### src/sv/ertm_pkg.sv
`timescale 1ns / 1ps
package ertm_pkg;

    // Channel and field widths
    localparam int NCH    = 3;
    localparam int IN_W   = 24;
    localparam int OUT_W  = 16;
    localparam int EXPO_W = 8;
    localparam int FRAC_W = 17;
    localparam int PROD_W = IN_W + FRAC_W;
    localparam int SH_W   = PROD_W + 7;
    localparam int S_W    = 32;
    localparam int REM_W  = S_W + 1;

    // One in Q16.16, widened to the remainder width
    localparam logic [REM_W-1:0] ONE_Q16 = REM_W'(65536);
    // Right shift for integer stops -8 .. -1 is this base minus the low stop bits
    localparam logic [4:0] NEG_SHIFT_BASE = 5'd24;

    // Partial division state for one channel
    typedef struct packed {
        logic [REM_W-1:0] rem;
        logic [REM_W-1:0] den;
        logic [OUT_W-1:0] quo;
    } div_lane_t;

    typedef div_lane_t [NCH-1:0] div_row_t;

    // 2^(f/16) in Q1.16, rounded
    function automatic logic [FRAC_W-1:0] pow2_frac(input logic [3:0] f);
        logic [FRAC_W-1:0] v;
        unique case (f)
            4'd0:  v = 17'd65536;
            4'd1:  v = 17'd68438;
            4'd2:  v = 17'd71468;
            4'd3:  v = 17'd74632;
            4'd4:  v = 17'd77936;
            4'd5:  v = 17'd81386;
            4'd6:  v = 17'd84990;
            4'd7:  v = 17'd88752;
            4'd8:  v = 17'd92682;
            4'd9:  v = 17'd96785;
            4'd10: v = 17'd101070;
            4'd11: v = 17'd105545;
            4'd12: v = 17'd110218;
            4'd13: v = 17'd115098;
            4'd14: v = 17'd120194;
            4'd15: v = 17'd125515;
            default: v = 17'd65536;
        endcase
        return v;
    endfunction

endpackage

### src/sv/ertm_scale.sv
`timescale 1ns / 1ps
module ertm_scale (
    input  logic                                        clk,
    input  logic                                        rst_n,
    input  logic                                        valid_in,
    input  logic [ertm_pkg::NCH-1:0][ertm_pkg::IN_W-1:0] pix,
    input  logic [ertm_pkg::EXPO_W-1:0]                 expo,
    output logic                                        valid_out,
    output ertm_pkg::div_row_t                          row_out
);
    import ertm_pkg::*;

    logic [NCH-1:0][PROD_W-1:0] prod_reg;
    logic [3:0]                 hi_reg;
    logic                       valid_a_reg;
    logic                       valid_b_reg;
    div_row_t                   row_next;
    div_row_t                   row_reg;
    logic [FRAC_W-1:0]          frac;
    logic [4:0]                 rsh;

    assign frac = pow2_frac(expo[3:0]);
    assign rsh  = NEG_SHIFT_BASE - {2'b00, hi_reg[2:0]};

    // Hold valid flags of both stages
    always_ff @(posedge clk or negedge rst_n) begin
        if (!rst_n) begin
            valid_a_reg <= 1'b0;
            valid_b_reg <= 1'b0;
        end
        else begin
            valid_a_reg <= valid_in;
            valid_b_reg <= valid_a_reg;
        end
    end

    // Multiply each channel by the fractional factor
    always_ff @(posedge clk) begin
        for (int c = 0; c < NCH; c++) begin
            prod_reg[c] <= PROD_W'(pix[c]) * PROD_W'(frac);
        end
        hi_reg <= expo[7:4];
    end

    // Apply the integer stops and seed the divider row
    always_comb begin
        logic [SH_W-1:0] left;
        logic [S_W-1:0]  s_pos;
        logic [S_W-1:0]  s_neg;
        logic [S_W-1:0]  s;
        row_next = '0;
        for (int c = 0; c < NCH; c++) begin
            left  = {{(SH_W-PROD_W){1'b0}}, prod_reg[c]} << hi_reg[2:0];
            s_pos = left[SH_W-1:SH_W-S_W];
            s_neg = S_W'(prod_reg[c] >> rsh);
            s     = hi_reg[3] ? s_neg : s_pos;
            // Q16.16 cannot overflow here: 24 bits times 2^(15/16) times 2^7 stays below 2^32
            row_next[c].rem = {1'b0, s};
            row_next[c].den = {1'b0, s} + ONE_Q16;
            row_next[c].quo = '0;
        end
    end

    always_ff @(posedge clk) begin
        row_reg <= row_next;
    end

    assign valid_out = valid_b_reg;
    assign row_out   = row_reg;

endmodule

### config.mk
export PLATFORM = sky130hd
export DESIGN_NAME = ertm_scale
export DESIGN_NICKNAME = d
export VERILOG_FILES = /design/src/sv/ertm_pkg.sv /design/src/sv/ertm_scale.sv
export SDC_FILE = /design/constraint.sdc
export NUM_CORES = 2
export LEC_CHECK = 0
export BUFFER_PORTS_ARGS = -buffer_cell sky130_fd_sc_hd__buf_4
export CAP_MARGIN = 20
export CORE_MARGIN = 2
export CORE_UTILIZATION = 55
export CTS_CLUSTER_SIZE = 30
export DETAILED_ROUTE_END_ITERATION = 7
export HOLD_SLACK_MARGIN = 0.02
export PLACE_DENSITY = 0.73
export RECOVER_POWER = 50
export SLEW_MARGIN = 20
export SYNTH_ARGS = -nofsm -noshare
export SYNTH_HDL_FRONTEND = slang
export SYNTH_SLANG_ARGS = --single-unit
### constraint.sdc
create_clock -name clk -period 4.78 [get_ports clk]
set_input_delay 0.956 -clock clk [delete_from_list [all_inputs] [get_ports clk]]
set_output_delay 0.956 -clock clk [all_outputs]
set_load 0.03 [all_outputs]
==> results.ini <==
[run_status]
status=complete, but fails checks
violations=max-capacitance violations, max-slew violations, negative setup slack

[global_routing]
grt_max_degree=118
gr-total-overflow=0
grt_first_pass_wirelength_um=243000
grt_pass1_vias=44108
grt_usage_pct=32.2
antenna_found_initial=4

[drt]
drc_errors=0
via_count=42733
ant_nets=0
first_pass_iters=6
wirelength_um=156000
drtIter0Drc=3931
wl_per_cell_um=20.1
avgViaCountPerCell=5.51

[timing]
finalSetupViolations=135
rsz0062_at_grt=true
finalCritPeriodShare_pct=153
drv_slew=151
setup_ws_ns=-2.51
finClkSkew_ns=0.0215
period_minus_slack_ns=7.29
slew_headroom_pct=-105
worst_slew_pin_slew_ns=3.07
hold_violations=0
timing.hold.ws_ns=0.171
clock.fmax_mhz=137
fin_tns_setup_ns=-208.48

[clock_tree]
clock_latency_ns=0.55
cts_htree_levels=1
cts_buffers=24
clk_path_buf_depth=3
cts.sinks=249
cts-root-buf=clkbuf_16
cts_tree=done
clk_pin_slew_ns=0.06

[logic_synthesis]
synth.ff_latch_count=249
syn_avg_cell_area_um2=8.94
syn_area_um2=51600
synth_cell_types=81
synth_area_leaders=fa_1 (38%), dfxtp_1 (9.6%), inv_1 (9.1%)
ys_warn_count=0
synthArstFlopShare_pct=0.803
syn_inst=5778
ys.flop_type=dfxtp_1
synth_top_cell_by_area=fa_1
synth_top_area_share_pct=38.0
synth-seq-area-share_pct=9.67
synth-edff-count=0

[final_layout]
layout_commonest_cell=inv_1
largest_register_ffs=147
stdcell_count=7751
layout_common_cells=inv_1 (1210), nand2_1 (934), fa_1 (933), buf_4 (738), and2_1 (345)
area_delta_synth_final_pct=20.8
final_nets=7891
drive_above_1_share_pct=21.8

[critical_path]
critPathSlowestCell=fa_1
critPathCaptureType=flop
cp_num_cells=29
r2r_cells=10
cp_num_buf_inv=10
crit_top_cell=fa_1
start_kind=primary input
rr_startpoint=hi_reg[1]
cp_max_fo=4
cp_top_family=adder cells
cp.arrival_ns=7.73
critPathLaunch=expo[0]
required_ns=5.22
critical_path.max_stage_delay_ns=0.53
worstSetupPathType=primary input to flop

[die]
fp.dieH_um=310
fp.dieArea_um2=96300
start_util_pct=55.4
die_w_um=310
io_pins=330
coreArea_um2=93200
num_rows=112

[job]
drv_cap=2

[place]
port_buffers=278
place_inst=7607
gp_routability_congestion=0.970
dp_hpwl_um=124000

[worst_hold_path]
hp-class=primary input to async pin

## path summary, 6_finish.rpt
| check | endpoint | slack, ns |
|---|---|---|
| max reg2reg | row_out[48] | -0.83 |
| min reg2reg | valid_out | 0.36 |
| max in group asynchronous | valid_out | 4.49 |
| min in group clk | valid_out | 0.36 |
| max | prod_reg[120] | -2.51 |
| min | valid_a_reg | 0.17 |
## worst reg2reg max path: stages, from the launching register on
cell	delay [ns]
dfxtp_4	0.35
buf_2	2.05
nor3_1	0.41
nand2b_1	0.67
buf_4	0.38
o22ai_1	0.47
nand4_1	0.29
nor2_1	0.21
and3_1	0.30
nand3_1	0.12
nor4_1	0.25
## per-layer routing
layer / vias up / global-route usage (%) / wire length (um)
li1: 18802 / - / -
met1: 21348 / 46.0 / 64500
met2: 2267 / 50.3 / 70000
met3: 314 / 5.59 / 15500
met4: 2 / 9.91 / 5820
met5: - / 0 / 12
## synth_stat cells, types with 102 or more instances
library cell  count
a21oi_1         116
and2_1          361
buf_4           109
clkbuf_1        242
dfxtp_1         247
fa_1            981
ha_1            350
inv_1          1255
mux2i_1         168
nand2_1         955
nor2_1          102
o21ai_0         107
## layout make-up
class / instances / area (um2)
inverters: 1259 / 4730
fillers: 7404 / 30800
multi-input cells: 3917 / 42200
diodes: 3 / 7.51
clock inverters: 13 / 148
clock buffers: 30 / 643
well taps: 1254 / 1570
repair buffers: 1026 / 8110
flip-flops and latches: 249 / 5000
## cells by family (layout without fill, tap and decap cells)
group / Yosys count / count (layout) / share of synthesized area, %
AO/OA/AOI/OAI: 468 / 468 / 5.95
multiplexers: 287 / 287 / 7.72
flip-flops: 249 / 249 / 9.67
buffers and inverters: 1662 / 2328 / 13.1
AND/OR/NAND/NOR: 1646 / 1646 / 14.7
other: 1 / 54 / 0.00726
adder cells (fa/ha/maj): 1331 / 1331 / 46.5
XOR/XNOR: 134 / 134 / 2.31
## stage by stage
| step | setup slack (ns) | util (%) | instance area, um2 |
|---|---|---|---|
| after floorplan | -2.61 | - | 52100 |
| after CTS | -2.25 | 66.4 | 61900 |
| final | -2.51 | 67.0 | 62400 |
| after global placement | -3.07 | 63.4 | 59100 |
| after global routing | -2.74 | 67.0 | 62400 |
| after detailed placement | -3.19 | 63.4 | 59100 |
## repair_timing
action | CTS | global route
hold buffers | 0 | 0
resized for setup | 300 | 212
setup buffers | 60 | 44
pin swaps | 185 | 169
cloned | 7 | 1
setup endpoints to repair | 96 | 96
Power is not shown: default switching activity piles up to over one toggle a cycle in this logic, so the estimate is an artifact.
