## src/sv/ertm_pkg.sv

```systemverilog
`timescale 1ns / 1ps
package ertm_pkg;

    // Channel and field widths
    localparam int NCH    = 3;
    localparam int IN_W   = 24;
    localparam int OUT_W  = 16;
    localparam int EXPO_W = 8;
    localparam int FRAC_W = 17;
    localparam int PROD_W = IN_W + FRAC_W;
    localparam int SH_W   = PROD_W + 7;
    localparam int S_W    = 32;
    localparam int REM_W  = S_W + 1;

    // One in Q16.16, widened to the remainder width
    localparam logic [REM_W-1:0] ONE_Q16 = REM_W'(65536);
    // Right shift for integer stops -8 .. -1 is this base minus the low stop bits
    localparam logic [4:0] NEG_SHIFT_BASE = 5'd24;

    // Partial division state for one channel
    typedef struct packed {
        logic [REM_W-1:0] rem;
        logic [REM_W-1:0] den;
        logic [OUT_W-1:0] quo;
    } div_lane_t;

    typedef div_lane_t [NCH-1:0] div_row_t;

    // 2^(f/16) in Q1.16, rounded
    function automatic logic [FRAC_W-1:0] pow2_frac(input logic [3:0] f);
        logic [FRAC_W-1:0] v;
        unique case (f)
            4'd0:  v = 17'd65536;
            4'd1:  v = 17'd68438;
            4'd2:  v = 17'd71468;
            4'd3:  v = 17'd74632;
            4'd4:  v = 17'd77936;
            4'd5:  v = 17'd81386;
            4'd6:  v = 17'd84990;
            4'd7:  v = 17'd88752;
            4'd8:  v = 17'd92682;
            4'd9:  v = 17'd96785;
            4'd10: v = 17'd101070;
            4'd11: v = 17'd105545;
            4'd12: v = 17'd110218;
            4'd13: v = 17'd115098;
            4'd14: v = 17'd120194;
            4'd15: v = 17'd125515;
            default: v = 17'd65536;
        endcase
        return v;
    endfunction

endpackage

```

## src/sv/ertm_div_cell.sv

```systemverilog
`timescale 1ns / 1ps
module ertm_div_cell (
    input  logic               clk,
    input  logic               rst_n,
    input  logic               valid_in,
    input  ertm_pkg::div_row_t row_in,
    output logic               valid_out,
    output ertm_pkg::div_row_t row_out
);
    import ertm_pkg::*;

    logic     valid_reg;
    div_row_t row_next;
    div_row_t row_reg;

    // Double the remainder and subtract the divisor where it fits
    always_comb begin
        logic [REM_W:0] two;
        logic [REM_W:0] diff;
        for (int c = 0; c < NCH; c++) begin
            two  = {row_in[c].rem, 1'b0};
            diff = two - {1'b0, row_in[c].den};
            row_next[c].den = row_in[c].den;
            if (!diff[REM_W]) begin
                row_next[c].rem = diff[REM_W-1:0];
                row_next[c].quo = {row_in[c].quo[OUT_W-2:0], 1'b1};
            end
            else begin
                row_next[c].rem = two[REM_W-1:0];
                row_next[c].quo = {row_in[c].quo[OUT_W-2:0], 1'b0};
            end
        end
    end

    always_ff @(posedge clk or negedge rst_n) begin
        if (!rst_n) begin
            valid_reg <= 1'b0;
        end
        else begin
            valid_reg <= valid_in;
        end
    end

    always_ff @(posedge clk) begin
        row_reg <= row_next;
    end

    assign valid_out = valid_reg;
    assign row_out   = row_reg;

endmodule

```

## config.mk

```make
export PLATFORM = sky130hd
export DESIGN_NAME = ertm_div_cell
export DESIGN_NICKNAME = d
export VERILOG_FILES = /design/src/sv/ertm_pkg.sv /design/src/sv/ertm_div_cell.sv
export SDC_FILE = /design/constraint.sdc
export NUM_CORES = 1
export LEC_CHECK = 0
export ABC_AREA = 1
export ABC_CLOCK_PERIOD_IN_PS = 900
export BUFFER_PORTS_ARGS = -buffer_cell sky130_fd_sc_hd__buf_2
export CELL_PAD_IN_SITES_DETAIL_PLACEMENT = 1
export CELL_PAD_IN_SITES_GLOBAL_PLACEMENT = 2
export CORE_MARGIN = 2
export CORE_UTILIZATION = 30
export CTS_BUF_LIST = sky130_fd_sc_hd__clkbuf_2
export CTS_CLUSTER_DIAMETER = 120
export CTS_CLUSTER_SIZE = 16
export DETAILED_ROUTE_END_ITERATION = 8
export PLACE_DENSITY_LB_ADDON = 0.12
export RECOVER_POWER = 25
export SETUP_SLACK_MARGIN = 0.05
export SYNTH_ARGS = -nofsm -noshare
export SYNTH_HDL_FRONTEND = slang
export SYNTH_SLANG_ARGS = --single-unit
export TNS_END_PERCENT = 30
```

## constraint.sdc

```tcl
create_clock -name clk -period 0.9 [get_ports clk]
set_clock_uncertainty 0.1 [all_clocks]
set_input_delay 0.135 -clock clk [delete_from_list [all_inputs] [get_ports clk]]
set_output_delay 0.135 -clock clk [all_outputs]
set_load 0.05 [all_outputs]
```

==> results by group, run 1 <==
Outcome
  • Status: aborted with a tool error
  • Stop stage: 5_1_grt
  • Tool error: [ERROR GRT-0232] Routing congestion too high. Check the congestion heatmap in the GUI.

Synth
  • Mapped Area: around 16000 µm²
  • Syn_nets: between 2000 and 3000
  • Post-synthesis cell count: around 2400
  • Netlist cell types: 35
  • Seq/Total Area, Yosys: 31.9%
  • #FFs+latches synth: 247
  • Syn Area/Cell: between 6 and 7 µm²
  • Syn. warnings: 0

Placement
  • Detailed Place HPWL: ~58000 µm
  • Port bufs: 492
  • Post-Place Worst Slack: -1370 ps
  • Routability cong.: between 0.8 and 0.9
  • Post-DP Area: about 23000 µm²

Die
  • Die Wd: around 230 µm
  • Die Y: about 230 µm
  • Initial Utilization: around 30%
  • FP Rows: 83
  • Number of I/O pins: between 400 and 500

Clocking
  • Clock Path Buffers: 3
  • Clock sink count: 247
  • CTS buffer count: 19
  • Root Buffer: clkbuf_2
  • Post-CTS setup buffers: 0
  • CTS H-tree lvls: 1

STA
  • Worst End Pin Type: output port
  • GRT repair_timing worst endpoint: row_out[53]

Global route
  • Largest net degree at the start of global routing: 21
  • Initial antenna violation count: 19
  • Grt ovf: 5
  • Total track usage: 59.7%
==> Yosys cell counts, drive strengths merged <==
cell type  count  area (µm²)
xor2          42         368
clkinv         1        3.75
or2            4        25.0
nand4         15        93.8
ha            96        1200
nor2         129         514
o21bai         7        52.6
xnor2          3        26.3
nor3          32         191
a21o           2        15.0
o21ai          3        15.0
fa             3        60.1
dfrtp          1        25.0
buf           38         399
a21oi         68         370
dfxtp        246        4920
nand3        283        1700
nand3b         3        22.5
and2          26         163
nand2        884        3450
inv          504        1890
==> cell families after synthesis <==
kind of cell    after synthesis  share of synthesized area, %
compound gates               80                          2.92
buf+inv                     543                          14.8
flops                       247                          31.9
fa+ha+maj                    99                          8.13
xor+xnor                     45                          2.54
simple gates               1376                          39.7
==> per-layer routing <==
| metal | GRT overflow | track usage (%) |
|---|---|---|
| met1 | 0 | 56.7 |
| met2 | 2 | 87.1 |
| met3 | 1 | 35.9 |
| met4 | 2 | 59.4 |
| met5 | 0 | 5.15 |
==> timing repair <==
item | 4_1_cts
setup endpoints to repair | 344
hold buffers | 482
endpoints found under the hold margin | 248
resized for setup | 845
==> through the flow <==
step	util (%)	std cells	hold slack (ps)	setup TNS (ps)
CTS	58.7	4445	-653	-330700
detailed placement	44.5	3942	-158	-127420
global placement	44.5	3942	-163	-124090
floorplan	-	2390	-261	-80120
==> inputs of run 2 (changes only) <==
Settings changed: CELL_PAD_IN_SITES_DETAIL_PLACEMENT 1 to unset, CELL_PAD_IN_SITES_GLOBAL_PLACEMENT 2 to unset, CORE_UTILIZATION 30 to 23, CTS_BUF_LIST sky130_fd_sc_hd__clkbuf_2 to unset, CTS_CLUSTER_DIAMETER 120 to unset, CTS_CLUSTER_SIZE 16 to unset, PLACE_DENSITY_LB_ADDON 0.12 to 0.15, SETUP_SLACK_MARGIN 0.05 to unset.
==> run 2 against run 1 <==
Net effect: the flow now finishes, with violations (hold timing, setup timing); synthesized area is the same; synthesized cell count is the same.
==> results by group, run 2 <==
STA
  • Slack of the critical path: -631 ps
  • Fin. Hold Viols: 15
  • Relative slew slack: 76.7%
  • Hold Slack: -449 ps
  • Fin crit share: 170%
  • RSZ-0062 raised after global routing: yes
  • Setup TNS Final: -171390 ps
  • Max-slew violations: 0
  • Fin crit period: 1530 ps
  • FMAX: around 650 MHz
  • Count of final setup violators: around 350
  • Transition time of the tightest slew-check pin: 346 ps

Critical path
  • Crit Path Class: input port to register
  • Critical path launch point type: input port
  • Critical-path cell list: buf_8, inv_4, ha_4, inv_4, nor3_4, nand2_2, nor3_4, nand2_8, buf_6, nand3_4, buf_8, nand3_1, nand2_1
  • CP max FO: 11
  • CP max stage cell: nor3_4
  • Slowest stage delay, CP: ~290 ps
  • Critical Path AT: 1950 ps
  • CP bufs+invs: 5
  • Data required, critical path: about 1300 ps
  • Cell family with most CP delay: simple AND/OR/NAND/NOR gates
  • Crit. End Element: register

Job
  • Max-capacitance violation count: 0

Global route
  • Grt ovf: 0
  • First-pass GRT wire length: approximately 110000 µm
  • GRT met3 Usage: 3.53%
  • Top Usage Layer GRT: met2
  • Vias in the first global route: 19500
  • Largest net degree at the start of global routing: 27
  • Initial antenna violation count: 3
  • Total track usage: about a fifth
  • GR Layer Usage met1: between 20% and 30%
  • Met2 Use GR: 33.8%

Synth
  • Syn Area/Cell: 6.49 µm² (unchanged)
  • #FFs+latches synth: 247 (unchanged)
  • Synth Flop Type: dfxtp_1
  • Number of synthesized flops with an enable pin: 0 (unchanged)
  • Asr flop ratio synth: 0.405% (unchanged)
  • Syn. warnings: 0 (unchanged)
  • Post-synthesis cell count: 2390 (unchanged)
  • Commonest cells post-synth: nand2_1, inv_1, dfxtp_1
  • Area contributors post-synth: dfxtp_1, nand2_1, inv_1
  • Seq/Total Area, Yosys: 31.9% (unchanged)
  • Netlist cell types: 35 (unchanged)
  • Most common cell in the netlist: nand2_1
  • Synth top area share: 31.8% (unchanged)
  • Syn_nets: 2738 (unchanged)
  • Mapped Area: 15500 µm² (unchanged)
  • Synth area leader: dfxtp_1

Route
  • WL per Instance: roughly 16 µm
  • DRC Markers: 0
  • Via/cell ratio: between 4 and 5
  • Routed Antenna Nets: 0
  • Initial drt markers: between 700 and 800
  • Via count: approximately 19000
  • WL final: approximately 73000 µm
  • DR pass1 iterations: 5

Power and ir drop
  • VDD IR max: around 1.4 mV
  • Switching pwr: between 15 and 20 mW
  • Leakage: about 17 nW
  • Internal power: 29.2 mW
  • Net Sw Frac: 39.2%
  • Clock power share: around 25%
  • Sequential share of power: between 20 and 30%
  • Comb power frac: roughly 48%
  • Total Power: 48.1 mW
  • PwrDens: about 1500 nW/µm²

Die
  • Die footprint: just under 70000 µm²
  • Initial Utilization: 23.2% (-7.1 points)
  • FP Rows: 95 (+14%)
  • Die Wd: 264 µm (+14%)
  • Die Y: 264 µm (+14%)
  • Number of I/O pins: 496 (unchanged)
  • Core outline area: between 60000 and 70000 µm²

Layout
  • Share of cells above drive strength 1: between 50% and 60%
  • Nets: roughly 4000
  • Most common cell after layout, fill and taps aside: nand2_1
  • Commonest cells after routing, fill and taps aside: nand2_1, buf_4, inv_1
  • Max FFs per register: ~250
  • Layout Utilization: ~47%
  • Fin area: 31800 µm²
  • Layout area overhead: 105%
  • Final non-filler cell total: between 4000 and 5000

Clocking
  • CTS tree: yes
  • Clock transition at the registers of the reported paths: 60 ps
  • Clock sink count: 247 (unchanged)
  • Root Buffer: clkbuf_16
  • CTS buffer count: 29 (+10)
  • CTS H-tree lvls: 1 (unchanged)
  • Clock Path Buffers: 3 (unchanged)

Hold path
  • Worst hold path type: input port to register

Placement
  • Detailed Place HPWL: 54100 µm (-6.2%)
  • Routability cong.: 0.894 (+2.1%)
  • Post-DP Area: 23400 µm² (+2.8%)
  • Port bufs: 492 (unchanged)
  • Post-Place Cells: 4193 (+6.4%)
  • Post-Place Worst Slack: -1350 ps (+20.4 ps)

Outcome
  • Failing checks: hold timing, setup timing
  • Status: finished, violations left
run 2: cell counts after synthesis:
Identical to the previous run, type by type.
run 2: timing repair:
| action | CTS | global route |
|---|---|---|
| resized for setup | 649 | 411 |
| hold endpoints to repair | 244 | 20 |
| pin swaps | 146 | 202 |
| endpoints found under the setup margin | 349 | 349 |
| hold buffers | 230 | 8 |
| gates cloned | 14 | 16 |
| buffers inserted | 57 | 34 |
run 2: power by group through the flow:
stage / clock network (mW) / logic (mW) / registers (mW)
after floorplan: 0 / 6.36 / 17.2
after global placement: 0 / 17.6 / 12.8
after detailed placement: 0 / 17.6 / 12.8
after CTS: 12.6 / 21.2 / 12.8
after global routing: 13.1 / 24.5 / 13.0
final: 12.2 / 23.0 / 12.9
run 2: cell families after synthesis:
kind of cell	Yosys count	share of synthesized area, %
XOR/XNOR	45	2.54
adder cells (fa/ha/maj)	99	8.13
AND/OR/NAND/NOR	1376	39.7
buffers and inverters	543	14.8
flip-flops	247	31.9
AO/OA/AOI/OAI	80	2.92
run 2: layout make-up:
| class | count | area, µm² |
|---|---|---|
| fillers | 6638 | 35200 |
| multi-input cells | 1600 | 11400 |
| diodes | 1 | 2.50 |
| repair buffers | 1321 | 11300 |
| well taps | 873 | 1090 |
| flip-flops and latches | 247 | 5040 |
| clock inverters | 14 | 153 |
| clock buffers | 37 | 806 |
| inverters | 505 | 1990 |
run 2: final timing paths:
path,start,endpoint,slack [ps],cells past startpoint
max,row_in[47],row_out[77],-630,13
min,row_in[102],row_out[102],-450,1
max in group asynchronous,rst_n,valid_out,320,3
min in group asynchronous,rst_n,valid_out,280,3
run 2: layer usage:
layer,vias up,part of all wire [%]
met5,-,0.015
met4,2,2.5
met3,77,5.0
met2,444,49
met1,8808,44
li1,9873,-
Power figures use the tool's default switching activity.
